File: src/rtl/core/b64p_pkg.sv
`timescale 1ns / 1ps

package b64p_pkg;

  localparam logic [1:0] PHASE_FIRST  = 2'd0;
  localparam logic [1:0] PHASE_SECOND = 2'd1;
  localparam logic [1:0] PHASE_THIRD  = 2'd2;

  localparam logic [7:0] PAD_CHAR     = 8'h3D;
  localparam logic [7:0] PERCENT_CHAR = 8'h25;

  typedef struct packed {
    logic [3:0][7:0] chars;
    logic [2:0]      count;
  } char_group_t;

  function automatic logic [7:0] b64_char(input logic [5:0] v);
    logic [7:0] w;
    w = {2'b00, v};
    if (v < 6'd26) begin
      return w + 8'h41;
    end else if (v < 6'd52) begin
      return w + 8'h47;
    end else if (v < 6'd62) begin
      return w - 8'd4;
    end else if (v == 6'd62) begin
      return 8'h2B;
    end else begin
      return 8'h2F;
    end
  endfunction

  function automatic logic [7:0] hex_char(input logic [3:0] n);
    logic [7:0] w;
    w = {4'h0, n};
    if (n < 4'd10) begin
      return w + 8'h30;
    end else begin
      return w + 8'h37;
    end
  endfunction

  function automatic logic is_unreserved(input logic [7:0] c);
    return (c >= 8'h41 && c <= 8'h5A) || (c >= 8'h61 && c <= 8'h7A) ||
           (c >= 8'h30 && c <= 8'h39) ||
           c == 8'h2D || c == 8'h5F || c == 8'h2E || c == 8'h7E;
  endfunction

endpackage

File: src/rtl/core/b64p_encode.sv
`timescale 1ns / 1ps

module b64p_encode import b64p_pkg::*; (
  input  logic        clk,
  input  logic        rst,
  input  logic        accept,
  input  logic [7:0]  data_byte,
  input  logic        final_byte,
  output char_group_t grp
);

  logic [1:0] group_phase;
  logic [1:0] group_phase_next;
  logic [3:0] leftover_bits;
  logic [3:0] leftover_bits_next;

  always_comb begin
    grp.chars = '0;
    grp.count = 3'd1;
    case (group_phase)
      PHASE_SECOND: begin
        grp.chars[0]       = b64_char({leftover_bits[1:0], data_byte[7:4]});
        grp.count          = 3'd1;
        group_phase_next   = PHASE_THIRD;
        leftover_bits_next = data_byte[3:0];
      end
      PHASE_THIRD: begin
        grp.chars[0]       = b64_char({leftover_bits, data_byte[7:6]});
        grp.chars[1]       = b64_char(data_byte[5:0]);
        grp.count          = 3'd2;
        group_phase_next   = PHASE_FIRST;
        leftover_bits_next = 4'h0;
      end
      default: begin
        grp.chars[0]       = b64_char(data_byte[7:2]);
        grp.count          = 3'd1;
        group_phase_next   = PHASE_SECOND;
        leftover_bits_next = {2'b00, data_byte[1:0]};
      end
    endcase
    if (final_byte) begin
      if (group_phase_next == PHASE_SECOND) begin
        grp.chars[1] = b64_char({leftover_bits_next[1:0], 4'h0});
        grp.chars[2] = PAD_CHAR;
        grp.chars[3] = PAD_CHAR;
        grp.count    = 3'd4;
      end else if (group_phase_next == PHASE_THIRD) begin
        grp.chars[1] = b64_char({leftover_bits_next, 2'b00});
        grp.chars[2] = PAD_CHAR;
        grp.count    = 3'd3;
      end
      group_phase_next   = PHASE_FIRST;
      leftover_bits_next = 4'h0;
    end
  end

  always_ff @(posedge clk) begin
    if (rst) begin
      group_phase   <= PHASE_FIRST;
      leftover_bits <= 4'h0;
    end else if (accept) begin
      group_phase   <= group_phase_next;
      leftover_bits <= leftover_bits_next;
    end
  end

endmodule

File: src/rtl/core/b64p_emit.sv
`timescale 1ns / 1ps

module b64p_emit import b64p_pkg::*; (
  input  logic        clk,
  input  logic        rst,
  input  logic        escape_enable,
  input  logic        load,
  input  char_group_t grp,
  output logic        load_ready,
  output logic        out_valid,
  input  logic        out_ready,
  output logic [7:0]  out_char,
  output logic        out_last
);

  logic        buf_valid;
  char_group_t buf_grp;
  logic [1:0]  idx;
  logic [1:0]  sub;

  logic [7:0]  cur_char;
  logic        cur_esc;
  logic        char_end;
  logic        run_end;
  logic        out_load;
  logic [7:0]  emit_char;

  assign cur_char = buf_grp.chars[idx];
  assign cur_esc  = escape_enable && !is_unreserved(cur_char);
  assign char_end = !cur_esc || (sub == 2'd2);
  assign run_end  = char_end && ({1'b0, idx} == buf_grp.count - 3'd1);
  assign out_load = buf_valid && (!out_valid || out_ready);
  assign load_ready = !buf_valid || (out_load && run_end);

  always_comb begin
    if (!cur_esc) begin
      emit_char = cur_char;
    end else begin
      case (sub)
        2'd0:    emit_char = PERCENT_CHAR;
        2'd1:    emit_char = hex_char(cur_char[7:4]);
        default: emit_char = hex_char(cur_char[3:0]);
      endcase
    end
  end

  always_ff @(posedge clk) begin
    if (rst) begin
      buf_valid <= 1'b0;
      idx       <= 2'd0;
      sub       <= 2'd0;
    end else if (load) begin
      buf_valid <= 1'b1;
      idx       <= 2'd0;
      sub       <= 2'd0;
    end else if (out_load) begin
      if (char_end) begin
        idx <= idx + 2'd1;
        sub <= 2'd0;
      end else begin
        sub <= sub + 2'd1;
      end
      if (run_end) begin
        buf_valid <= 1'b0;
      end
    end
  end

  always_ff @(posedge clk) begin
    if (load) begin
      buf_grp <= grp;
    end
  end

  always_ff @(posedge clk) begin
    if (rst) begin
      out_valid <= 1'b0;
    end else if (out_load) begin
      out_valid <= 1'b1;
    end else if (out_ready) begin
      out_valid <= 1'b0;
    end
  end

  always_ff @(posedge clk) begin
    if (out_load) begin
      out_char <= emit_char;
      out_last <= run_end;
    end
  end

endmodule

File: src/rtl/core/base64_percent_stream_encoder_top.sv
`timescale 1ns / 1ps

// Base64 stream encoder with optional percent escaping. Each accepted byte
// is encoded into one to four base64 characters (with '=' padding on a final
// byte) and held in a group buffer; an output register sends them one
// character per cycle while out_ready allows, expanding '+', '/' and '=' to
// %HH when escape_enable is set. A taken byte's group goes into the group
// buffer, and its first character then goes into the output register.
// A byte produces 1 to 2 characters in plain mode (2 to 4 on a final byte)
// and up to 12 when escaping, so plain base64 averages 4/3 characters per
// byte and its rate is set by the single-character output port. The next byte is taken in the
// same cycle the previous group sends its last character.

module base64_percent_stream_encoder_top import b64p_pkg::*; (
  input  logic       clk,
  input  logic       rst,
  input  logic       cfg_we,
  input  logic       cfg_wdata,
  input  logic       in_valid,
  output logic       in_ready,
  input  logic [7:0] data_byte,
  input  logic       final_byte,
  output logic       out_valid,
  input  logic       out_ready,
  output logic [7:0] out_char,
  output logic       out_last
);

  logic        escape_enable;
  logic        accept;
  char_group_t grp;

  assign accept = in_valid && in_ready;

  always_ff @(posedge clk) begin
    if (rst) begin
      escape_enable <= 1'b1;
    end else if (cfg_we) begin
      escape_enable <= cfg_wdata;
    end
  end

  b64p_encode u_encode (
    .clk        (clk),
    .rst        (rst),
    .accept     (accept),
    .data_byte  (data_byte),
    .final_byte (final_byte),
    .grp        (grp)
  );

  b64p_emit u_emit (
    .clk           (clk),
    .rst           (rst),
    .escape_enable (escape_enable),
    .load          (accept),
    .grp           (grp),
    .load_ready    (in_ready),
    .out_valid     (out_valid),
    .out_ready     (out_ready),
    .out_char      (out_char),
    .out_last      (out_last)
  );

endmodule

File: config.mk
export PLATFORM = sky130hd
export DESIGN_NAME = base64_percent_stream_encoder_top
export DESIGN_NICKNAME = d
export VERILOG_FILES = /design/src/rtl/core/b64p_pkg.sv /design/src/rtl/core/b64p_encode.sv /design/src/rtl/core/b64p_emit.sv /design/src/rtl/core/base64_percent_stream_encoder_top.sv
export SDC_FILE = /design/constraint.sdc
export NUM_CORES = 1
export LEC_CHECK = 0
export BUFFER_PORTS_ARGS = -buffer_cell sky130_fd_sc_hd__buf_2
export CAP_MARGIN = 5
export CORE_MARGIN = 5
export CORE_UTILIZATION = 57
export DETAILED_ROUTE_END_ITERATION = 10
export GPL_ROUTABILITY_DRIVEN = 0
export HOLD_SLACK_MARGIN = 0.03
export PLACE_DENSITY = 0.78
export SLEW_MARGIN = 5
export SYNTH_ARGS = -nofsm -noshare
export SYNTH_HDL_FRONTEND = slang
export SYNTH_SLANG_ARGS = --single-unit
File: constraint.sdc
create_clock -name clk -period 4.2 [get_ports clk]
set_input_delay 0.63 -clock clk [delete_from_list [all_inputs] [get_ports clk]]
set_output_delay 0.63 -clock clk [all_outputs]
set_load 0.05 [all_outputs]
; Yosys cells after proc, flatten, opt, wreduce, memory -nomap -nowiden
; Cells that the tools add are included.
[word_totals]
word_cells = 159
ff_bits = 55
[classes]
bitwise = 1
n_eq_ne = 15
addsub = 25
magnitude_cmp = 27
reduce_logical = 29
n_mux = 47
[op_table]
columns = operator, n
row1 = 8-bit two-way mux, 24
row2 = 6-bit by 7-bit adder with 8-bit output (second input constant), 12
row3 = 6-bit < comparator (second input constant), 12
row4 = 6-bit by 3-bit subtractor with 7-bit output (second input constant), 6
row5 = 6-bit by 5-bit < comparator with 1-bit output (second input constant), 6
row6 = 4-bit by 6-bit adder with 7-bit output (second input constant), 4
row7 = 14-bit two-way mux, 2
row8 = 6-bit == test (second input constant), 4
row9 = 11-bit one-hot mux with 2 select lines, 1
row10 = 3-bit two-way mux, 7
row11 = 8-bit binary-select mux with 2-bit select, 1
row12 = 8-bit by 6-bit == test with 1-bit output (second input constant), 2
row13 = 8-bit by 7-bit == test with 1-bit output (second input constant), 2
row14 = 8-bit by 7-bit >= comparator with 1-bit output (second input constant), 2
row15 = 8-bit by 7-bit <= comparator with 1-bit output (second input constant), 2
row16 = 8-bit one-hot mux with 2 select lines, 1
row17 = 1-bit logical OR, 9
row18 = 8-bit by 6-bit >= comparator with 1-bit output (second input constant), 1
row19 = 8-bit by 6-bit <= comparator with 1-bit output (second input constant), 1
row20 = 1-bit logical AND, 8
row21 = 4-bit < comparator (second input constant), 2
row22 = 4-bit one-hot mux with 2 select lines, 1
row23 = 2-bit by 1-bit == test with 1-bit output (second input constant), 3
row24 = 2-bit == test (second input constant), 3
row25 = other kinds (15), 28

; Longest topological paths before layout
; Gate-level depths: netlist of the first run.
[logic_depth]
depth_word = 20
mapped_depth = 14
ltp_nobuf = 13

; Cells and area by module
; Synthesis of the first run repeated with hierarchy kept, for this count alone.
[unflattened]
cells_unflattened = 581
area_unflattened_um2 = 5165.0
[modules_own_cells]
columns = mod, cells_each, n_inst, area_per_inst_um2, seq_area_each_um2
row1 = b64p_emit, 212, 1, 2621.3, 1441.4
row2 = b64p_encode, 365, 1, 2502.4, 120.1
row3 = base64_percent_stream_encoder_top, 4, 1, 41.3, 20.0

; Worst setup path before layout of the first run
; Ideal clock, no wire load.
[synth_path]
path_kind = register to output
from = register u_emit.idx[0]
to = output port in_ready
path_stages_with_launch = 13
t_arrival_ns = 3.699
setup_slack_ns = -0.129
required_ns = 3.570
path_cell_list = dfxtp_1 -> buf_6 -> buf_2 -> mux2_2 -> o21ai_0 -> inv_1 -> ha_1 -> a22o_1 -> or3_1 -> a41o_1 -> a311o_4 -> nor4_2 -> nor2_1
[synth_between]
elab_chain_cells = 17
elab_cells_between_ends = 29
classes_between = order compare (6) / eq/ne (5) / mux (2) / reduce/logical (16)
[synth_rtl]
columns = item, line_no
row1 = from (decl), b64p_emit.sv:18  ; logic [1:0] idx;
row2 = from (signal assigned), b64p_emit.sv:58  ; idx <= idx + 2'd1;
row3 = 8-bit binary-select mux with 2-bit select, b64p_emit.sv:28  ; assign cur_char = buf_grp.chars[idx];
row4 = 8-bit two-way mux (implied by the code), b64p_emit.sv:28
row5 = 8-bit by 7-bit >= comparator with 1-bit output / 8-bit by 7-bit <= comparator with 1-bit output (equally long branches), b64p_pkg.sv:44  ; return (c >= 8'h41 && c <= 8'h5A) || (c >= 8'h61 && c <= 8'h7A) ||
row6 = 1-bit logical AND, b64p_pkg.sv:44
row7 = 1-bit logical OR (2 in a row), b64p_pkg.sv:44
row8 = 1-bit logical OR, b64p_pkg.sv:45  ; (c >= 8'h30 && c <= 8'h39) ||
row9 = 1-bit logical OR (3 in a row), b64p_pkg.sv:46  ; c == 8'h2D || c == 8'h5F || c == 8'h2E || c == 8'h7E;
row10 = 1-bit logical NOT, b64p_emit.sv:29  ; assign cur_esc = escape_enable && !is_unreserved(cur_char);
row11 = 1-bit logical AND, b64p_emit.sv:29
row12 = 1-bit logical NOT, b64p_emit.sv:30  ; assign char_end = !cur_esc || (sub == 2'd2);
row13 = 1-bit logical OR, b64p_emit.sv:30
row14 = 1-bit logical AND (*), b64p_emit.sv:31  ; assign run_end = char_end && ({1'b0, idx} == buf_grp.count - 3'd1);
row15 = 1-bit logical AND (*), b64p_emit.sv:33  ; assign load_ready = !buf_valid || (out_load && run_end);
row16 = 1-bit logical OR (*), b64p_emit.sv:33
row17 = to (decl), base64_percent_stream_encoder_top.sv:20  ; output logic in_ready,
; Every way passes the cells marked *; elsewhere a longest branch is shown, timed or not. The select of a mux whose other input is x is not followed.

; Worst setup path in the final report of the first run
[layout_path]
from = register u_emit.buf_grp[31] in the netlist's numbering
to = output port in_ready
[layout_between]
elab_chain_cells = 17
elab_cells_between_ends = 28
classes_between = order compare (6) / eq/ne (4) / mux (2) / reduce/logical (16)
[layout_rtl]
columns = item, line_no
row1 = from (decl), b64p_emit.sv:17  ; char_group_t buf_grp;
row2 = from (signal assigned), b64p_emit.sv:71  ; buf_grp <= grp;
row3 = 8-bit binary-select mux with 2-bit select (*), b64p_emit.sv:28
row4 = 8-bit two-way mux (implied by the code) (*), b64p_emit.sv:28
row5 = 8-bit by 7-bit >= comparator with 1-bit output / 8-bit by 7-bit <= comparator with 1-bit output (equally long branches), b64p_pkg.sv:44
row6 = 1-bit logical AND, b64p_pkg.sv:44
row7 = 1-bit logical OR (2 in a row), b64p_pkg.sv:44
row8 = 1-bit logical OR, b64p_pkg.sv:45
row9 = 1-bit logical OR (2 in a row), b64p_pkg.sv:46
row10 = 1-bit logical OR (*), b64p_pkg.sv:46
row11 = 1-bit logical NOT (*), b64p_emit.sv:29
row12 = 1-bit logical AND (*), b64p_emit.sv:29
row13 = 1-bit logical NOT (*), b64p_emit.sv:30
row14 = 1-bit logical OR (*), b64p_emit.sv:30
row15 = 1-bit logical AND (*), b64p_emit.sv:31
row16 = 1-bit logical AND (*), b64p_emit.sv:33
row17 = 1-bit logical OR (*), b64p_emit.sv:33
; Marks and branches as above.

==> impl_metrics.toml, run 1 <==
[sta]
maxSlewViolCount = 0
setup_tns_ns = 0
period_needed_ns = 3.94
slew_headroom_pct = 43.3
max_freq_mhz = 254
hold_violations = 0
finalCritPeriodShare_pct = 93.9
rsz0062_at_grt = "no"
clock_skew_ns = 0.0129
setup_viol = 0
worst_slew_pin_slew_ns = 0.850

[synth]
yosysTopAreaCellShare_pct = 19.5
synth.distinct_cells = 77
synth_top_area_cell = "edfxtp_1"
async_flop_share_pct = 0
syn-cell-area_um2 = 4460
postSynthAreaPerCell_um2 = 8.07
synth_cells = 552
synth_area_leaders = "edfxtp_1, ha_1, dfxtp_1"
seq_area_frac_synth_pct = 25.4
synth-seq-cells = 42
syn_nets = 605
synth_warnings = 0
synth_ff_type = "edfxtp_1"
synth-edff-count = 29

[cells_and_area]
final_cell_mix = "nand2_1, a21oi_1, nor2_1, inv_1, ha_1"
layout.nets = 616
stdcell_area_um2 = 4800
syn_to_final_growth_pct = 7.67
layout_commonest_cell = "nand2_1"
multi_input_area_um2 = 3050
utilization_pct = 62.4
layout-drive-gt1-share_pct = 12.4
num_antenna_cells = 0
fillers = 703
seq_area_um2 = 1130

[clock_network]
cts_made_buffers = 5
cts_sinks = 42
clkLatencyLatePin_ns = 0.30
cts_max_path_buffers = 2
cts.htree.levels = 2
postCtsHoldBufs = 0
root_buffer = "clkbuf_8"
path_clk_slew_ns = 0.09
cts_tree = "done"

[setup_path]
cp_max_fo = 7
endpoint_kind = "primary output"
r2r_cells = 12
worstPathArrival_ns = 3.31
cp.required_ns = 3.57
crit_path_start_kind = "flop"
critPathKind = "reg -> out"

[routing]
vias = 4416
dr.pass1.iters = 6
drc_errors = 0
routed_wirelength_um = 12000
wl_per_cell_um = 18.0
vias_per_cell = 6.63
drt_iter0_markers = 392
ant_nets = 0

[die]
die_y_um = 98.4
die-width_um = 98.4
io_pins = 26
die-area_um2 = 9680
core-area_um2 = 7690
num_rows = 32
initial_utilization_pct = 58.0

[power_and_ir_drop]
leakage_nw = 1.90
powerDensity_nw_per_um2 = 426
vdd_drop_max_v = 0.000236

[worst_hold_path]
hold_depth = 2
hold_path.class = "reg -> reg"

[grt]
grt_usage_pct = 24.6
grt_max_degree = 25
grt-ovfl-total = 0
antenna_found_initial = 0
grt_pass1_wl_um = 19900
grt_pass1_vias = 4093

[placed_design]
hpwl_um = 8960
numPortBuffers = 25
placed_cell_area_um2 = 4650

[outcome]
status = "finished clean"

[run]
max-cap-violations = 0
## sequential cells by signal, indices dropped and copies added (netlist names)
signal,flops
u_emit.buf_grp,20
u_emit.out_char,8
u_encode.leftover_bits,4
u_emit.idx,2
u_emit.sub,2
u_encode.group_phase,2
escape_enable,1
u_emit.buf_valid,1
u_emit.out_last,1
u_emit.out_valid,1
## critical path: stages (launching register included)
cell and delay, ns:
edfxtp_1 0.42, mux2_1 0.33, nand2b_2 0.22, o21ai_2 0.09, inv_2 0.09, ha_1 0.24
a22o_1 0.24, or3_1 0.32, a41o_1 0.23, a311o_4 0.37, nor4_4 0.17, nor2_1 0.11
buf_6 0.19
## what timing repair did
action,CTS,global route
resized for setup,4,8
pin swaps,0,1
setup endpoints to repair,1,1
setup buffers,0,1
## power breakdown
group | switching [mW] | internal, mW
combinational | 0.738 | 0.405
sequential | 0.0448 | 0.559
clock | 0.146 | 0.151
## per-stage QoR
step                std cells  hold WS [ns]  total power, mW  setup slack, ns
CTS                       665         0.515             2.01          0.00647
global placement          657         0.485             1.67            0.319
detailed placement        657         0.502             1.70            0.225
finish                    666         0.510             2.04            0.258
floorplan                 552         0.470             1.45           0.0342
global route              666         0.534             2.18           0.0755
## metal layers
metal	up-vias	routed length, um	track usage, %
met4	0	199	6.62
met3	21	1050	4.10
met1	2073	5130	34.3
met2	225	5620	39.7
met5	-	0	0
li1	2097	-	-
## cell usage after synthesis, drive strengths merged, types with 10 or more instances
cell,n
nor3,22
nand3,18
o21ai,37
inv,41
a211oi,10
nor2,40
a31oi,13
a21oi,44
nand2,45
ha,38
dfxtp,13
clkbuf,26
xnor2,12
a21o,10
edfxtp,29
## final timing paths
kind | from | end | slack (ns)
min | u_emit.sub[0]$_SDFFE_PP0P_ | u_emit.sub[0]$_SDFFE_PP0P_ | 0.51
max reg2reg | u_emit.buf_grp[31]$_SDFFCE_PN0P_ | u_emit.buf_grp[14]$_DFFE_PP_ | 0.50
max | u_emit.buf_grp[31]$_SDFFCE_PN0P_ | in_ready | 0.26
min reg2reg | u_emit.sub[0]$_SDFFE_PP0P_ | u_emit.sub[0]$_SDFFE_PP0P_ | 0.51
## cell type report
type                       count  area share (%)
multi-input combinational    435            63.5
sequential                    42            23.7
timing repair buffer          37            4.69
inverter                      42            3.34
tap                          102            2.66
clock buffer                   6            1.96
clock inverter                 2           0.209
## kinds of logic (layout without fill, tap and decap cells)
kind of cell / after synthesis / after routing / share of synthesized area (%)
AND/OR/NAND/NOR: 175 / 175 / 20.0
XOR/XNOR: 17 / 17 / 3.34
AO/OA/AOI/OAI: 188 / 188 / 29.3
buffers and inverters: 75 / 87 / 6.77
adder cells (fa/ha/maj): 38 / 38 / 10.7
multiplexers: 17 / 17 / 4.47
flip-flops: 42 / 42 / 25.4
(Power assumes the default switching activity.)
==> run 2: changes to the inputs <==
CELL_PAD_IN_SITES_DETAIL_PLACEMENT = 0   (was unset)
CELL_PAD_IN_SITES_GLOBAL_PLACEMENT = 1   (was unset)
CORE_UTILIZATION = 43   (was 57)
PLACE_DENSITY = unset   (was 0.78)
PLACE_DENSITY_LB_ADDON = 0.1   (was unset)
==> impl_metrics.toml, run 2 (synthesis gave the netlist of run 1 again) <==
[outcome]
status = "finished clean"

[setup_path]
critPathKind = "reg -> out"
cp_max_fo = 5
cp.required_ns = 3.57
worstPathArrival_ns = 3.29
endpoint_kind = "primary output"
crit_path_start_kind = "flop"
critPathLaunch = "u_emit.idx[0]$_SDFFE_PP0P_"
r2r_start = "u_emit.idx[0]$_SDFFE_PP0P_"

[power_and_ir_drop]
clockPowerShare_pct = 13.8
powerDensity_nw_per_um2 = 417
vdd_drop_max_v = 0.000208
leakage_nw = 1.91
p_sw_uw = 938
switching_share_pct = 46.3
p_seq_share_pct = 29.9
p_comb_share_pct = 56.3
intPower_mw = 1.09

[die]
io_pins = 26
die-width_um = 112
core-area_um2 = 10200
die-area_um2 = 12500
num_rows = 37
initial_utilization_pct = 43.5
die_y_um = 112

[routing]
drt_iter0_markers = 288
vias_per_cell = 6.10
dr.pass1.iters = 5
routed_wirelength_um = 13000
dr_wl_met3_um = 533
top_layer = "met4"
ant_nets = 0
drc_errors = 0
wl_per_cell_um = 18.5
met2WireLength_um = 6210
vias = 4308
met1_length_um = 5840

[sta]
worst_slew_pin_slew_ns = 0.717
hold_violations = 0
period_needed_ns = 3.92
maxSlewViolCount = 0
rsz0062_at_grt = "no"
slew_headroom_pct = 52.2
setup_tns_ns = 0
clock_skew_ns = 0.0151
finalCritPeriodShare_pct = 93.4
setup_viol = 0
max_freq_mhz = 255

[placed_design]
placed_cell_area_um2 = 4740
numPortBuffers = 25
hpwl_um = 9830

[cells_and_area]
stdcell_area_um2 = 4860
layout-drive-gt1-share_pct = 12.6
largest_register_ffs = 20
layout.nets = 622
syn_to_final_growth_pct = 9.04
fillers = 1020
seq_area_um2 = 1130
num_antenna_cells = 0
layout_commonest_cell = "nand2_1"
reg_top3 = "u_emit.buf_grp x20, u_emit.out_char x8, u_encode.leftover_bits x4"
largest_register = "u_emit.buf_grp"
final_cell_mix = "nand2_1, a21oi_1, inv_1, nor2_1, ha_1"
multi_input_area_um2 = 3040

[grt]
grt-ovfl-total = 0
grt_max_degree = 25
antenna_found_initial = 0
grt_usage_pct = 20.3
grt_pass1_wl_um = 20900
grt_pass1_vias = 4086

[clock_network]
cts_made_buffers = 5
cts.htree.levels = 2
path_clk_slew_ns = 0.10
clkLatencyLatePin_ns = 0.31
cts_tree = "done"
cts_max_path_buffers = 2
cts_sinks = 42
root_buffer = "clkbuf_8"

[worst_hold_path]
hp-start = "u_emit.sub[1]$_SDFFE_PP0P_"
hold_path.class = "reg -> reg"

[run]
max-cap-violations = 0
-- run 2: layer usage --
metal	global-route usage (%)	up-vias
li1	-	2094
met1	26.3	2061
met2	34.1	128
met3	2.01	25
met4	9.33	0
met5	0	-
-- run 2: final cells by class --
class                      count  share of cell area (%)
clock buffer                   5                    1.42
tap                          136                    3.50
clock inverter                 3                   0.515
sequential                    42                    23.3
inverter                      42                    3.30
timing repair buffer          43                    5.49
multi-input combinational    435                    62.5
-- run 2: what timing repair did --
item	in CTS	in global routing
buffers inserted	0	1
setup endpoints to repair	1	1
resized for setup	1	5
hold endpoints to repair	0	0
pin swaps	0	1
hold buffers	0	0
-- run 2: path summary, 6_finish.rpt --
| path | slack [ns] | cells past startpoint | endpoint |
|---|---|---|---|
| min | 0.50 | 2 | u_emit.sub[1]$_SDFFE_PP0P_ |
| max | 0.28 | 12 | in_ready |
| max reg2reg | 0.52 | 13 | u_encode.group_phase[1]$_SDFFE_PP0P_ |
| min reg2reg | 0.50 | 2 | u_emit.sub[1]$_SDFFE_PP0P_ |
-- run 2: worst max-delay path: stages (launching register included) --
cell      delay [ns]
dfxtp_2         0.40
mux2_1          0.35
nand2b_1        0.18
a21boi_0        0.16
buf_4           0.16
ha_1            0.17
a22o_1          0.18
or3_1           0.30
a41o_1          0.22
a311o_4         0.37
nor4_4          0.18
nor2_1          0.11
buf_6           0.19
-- run 2: power groups by stage --
stage / Clock, mW / Sequential [mW] / Combinational [mW]
6_report: 0.280 / 0.606 / 1.14
5_1_grt: 0.305 / 0.614 / 1.25
4_1_cts: 0.294 / 0.606 / 1.12
3_5_place_dp: 0 / 0.615 / 1.12
3_3_place_gp: 0 / 0.613 / 1.12
2_1_floorplan: 0 / 0.700 / 0.746
-- run 2: stage by stage --
stage	instances	utilization [%]	total power [mW]	hold WS [ns]	setup WS, ns
finish	706	47.5	2.03	0.503	0.278
global route	706	47.5	2.17	0.532	0.0626
CTS	705	47.2	2.02	0.508	0.0596
detailed placement	697	46.3	1.73	0.495	0.364
global placement	697	46.3	1.73	0.481	0.440
floorplan	552	-	1.45	0.470	0.0342
==> run 3: changes to the inputs <==
==> constraint.sdc (replaced) <==
create_clock -name clk -period 4.2 [get_ports clk]
set_input_delay 0.42 -clock clk [delete_from_list [all_inputs] [get_ports clk]]
set_output_delay 0.42 -clock clk [all_outputs]
set_load 0.05 [all_outputs]
==> impl_metrics.toml, run 3 (synthesis gave the netlist of run 1 again) <==
[die]
die-width_um = 112
io_pins = 26
die-area_um2 = 12500
core-area_um2 = 10200
die_y_um = 112
num_rows = 37
initial_utilization_pct = 43.5

[power_and_ir_drop]
vdd_drop_max_v = 0.000199
power_mw = 2.00
powerDensity_nw_per_um2 = 416
leakage_nw = 1.89

[routing]
dr.pass1.iters = 5
vias = 4239
vias_per_cell = 6.04
drc_errors = 0
top_layer = "met4"
wl_per_cell_um = 18.0
drt_iter0_markers = 295
ant_nets = 0
routed_wirelength_um = 12700
met1_length_um = 5710
met2WireLength_um = 6090
dr_wl_met3_um = 430

[grt]
grt_pass1_vias = 4113
grt_max_degree = 25
antenna_found_initial = 0
grt_usage_pct = 19.7
grt_pass1_wl_um = 20600
grt-ovfl-total = 0

[setup_path]
crit_buf_inv = 2
cp.required_ns = 3.78
crit_path_start_kind = "flop"
cp_top_family = "compound AO/OA/AOI/OAI gates"
cp_slowest_cell = "dfxtp_4"
path_cells = "mux2_1 -> nand2b_1 -> o21ai_1 -> inv_2 -> ha_1 -> a22o_1 -> or3_1 -> a41o_1 -> a311o_4 -> nor4_4 -> nor2_1 -> buf_2"
critPathKind = "reg -> out"
worstPathArrival_ns = 3.56
endpoint_kind = "primary output"
cp_max_fo = 9
critPathMaxStageDelay_ns = 0.41

[sta]
setup_viol = 0
slew_headroom_pct = 45.8
whs_ns = 0.327
max_freq_mhz = 252
worst_slew_pin_slew_ns = 0.813
period_needed_ns = 3.98
clock_skew_ns = 0.0114
rsz0062_at_grt = "no"
hold_violations = 0
finalCritPeriodShare_pct = 94.7
setup_tns_ns = 0
maxSlewViolCount = 0

[cells_and_area]
largest_register = "u_emit.buf_grp"
stdcell_area_um2 = 4810
reg_top3 = "u_emit.buf_grp x20, u_emit.out_char x8, u_encode.leftover_bits x4"
final_cell_mix = "nand2_1, a21oi_1, nor2_1, inv_1, ha_1"
layout-drive-gt1-share_pct = 11.8
syn_to_final_growth_pct = 8.03
layout_commonest_cell = "nand2_1"
largest_register_ffs = 20
layout.nets = 618
fillers = 1047
num_antenna_cells = 0

[worst_hold_path]
hold_path.class = "in -> reg"

[clock_network]
cts_max_path_buffers = 2
clkLatencyLatePin_ns = 0.30
post_cts_buffers = 0
root_buffer = "clkbuf_8"
cts.htree.levels = 2
cts_made_buffers = 5
cts_sinks = 42
cts_tree = "done"
path_clk_slew_ns = 0.09
postCtsHoldBufs = 0

[placed_design]
numPortBuffers = 25
placed_cell_area_um2 = 4710
hpwl_um = 9660

[run]
max-cap-violations = 0

[outcome]
status = "finished clean"
-- run 3: cell count changes in the layout (fill, tap and decap cells not counted), sizes merged --
cell,change
clkbuf,+1
clkinv,+1
clkinvlp,-1
buf,-4
inv,-1
-- run 3: report_power, final --
| group | switching (mW) | internal, mW |
|---|---|---|
| clock network | 0.149 | 0.118 |
| logic | 0.723 | 0.404 |
| registers | 0.0511 | 0.559 |
| total | 0.923 | 1.08 |
-- run 3: worst paths after layout --
path | cells past startpoint | slack, ns | start | endpoint
worst min register to register | 2 | 0.50 | u_emit.sub[0]$_SDFFE_PP0P_ | u_emit.sub[0]$_SDFFE_PP0P_
worst max register to register | 13 | 0.44 | u_emit.idx[0]$_SDFFE_PP0P_ | u_encode.group_phase[1]$_SDFFE_PP0P_
worst min-delay path | 2 | 0.33 | cfg_we | escape_enable$_SDFFE_PP1P_
worst max-delay path | 12 | 0.22 | u_emit.idx[0]$_SDFFE_PP0P_ | in_ready
-- run 3: layer usage --
layer,up-vias,GRT usage [%]
met1,2013,25.0
li1,2097,-
met4,0,8.68
met3,26,2.12
met5,-,0
met2,103,33.8
-- run 3: what timing repair did --
action,CTS,global route
hold endpoints to repair,0,0
gates resized for setup,0,4
setup endpoints to repair,0,1
-- run 3: layout make-up --
cell class	count	area [um2]	share of cell area, %
sequential	42	1130	23.6
inverter	42	160	3.33
multi-input combinational	435	3030	63.0
clock inverter	2	13.8	0.286
timing repair buffer	39	230	4.78
tap	136	170	3.54
clock buffer	6	72.6	1.51
-- run 3: metrics by stage --
step / setup WS [ns] / instances / util [%]
after global routing: 0.0497 / 702 / 47.0
after CTS: 0.0161 / 702 / 46.9
final: 0.225 / 702 / 47.0
after floorplan: 0.0811 / 552 / -
after detailed placement: 0.300 / 694 / 46.1
after global placement: 0.397 / 694 / 46.1
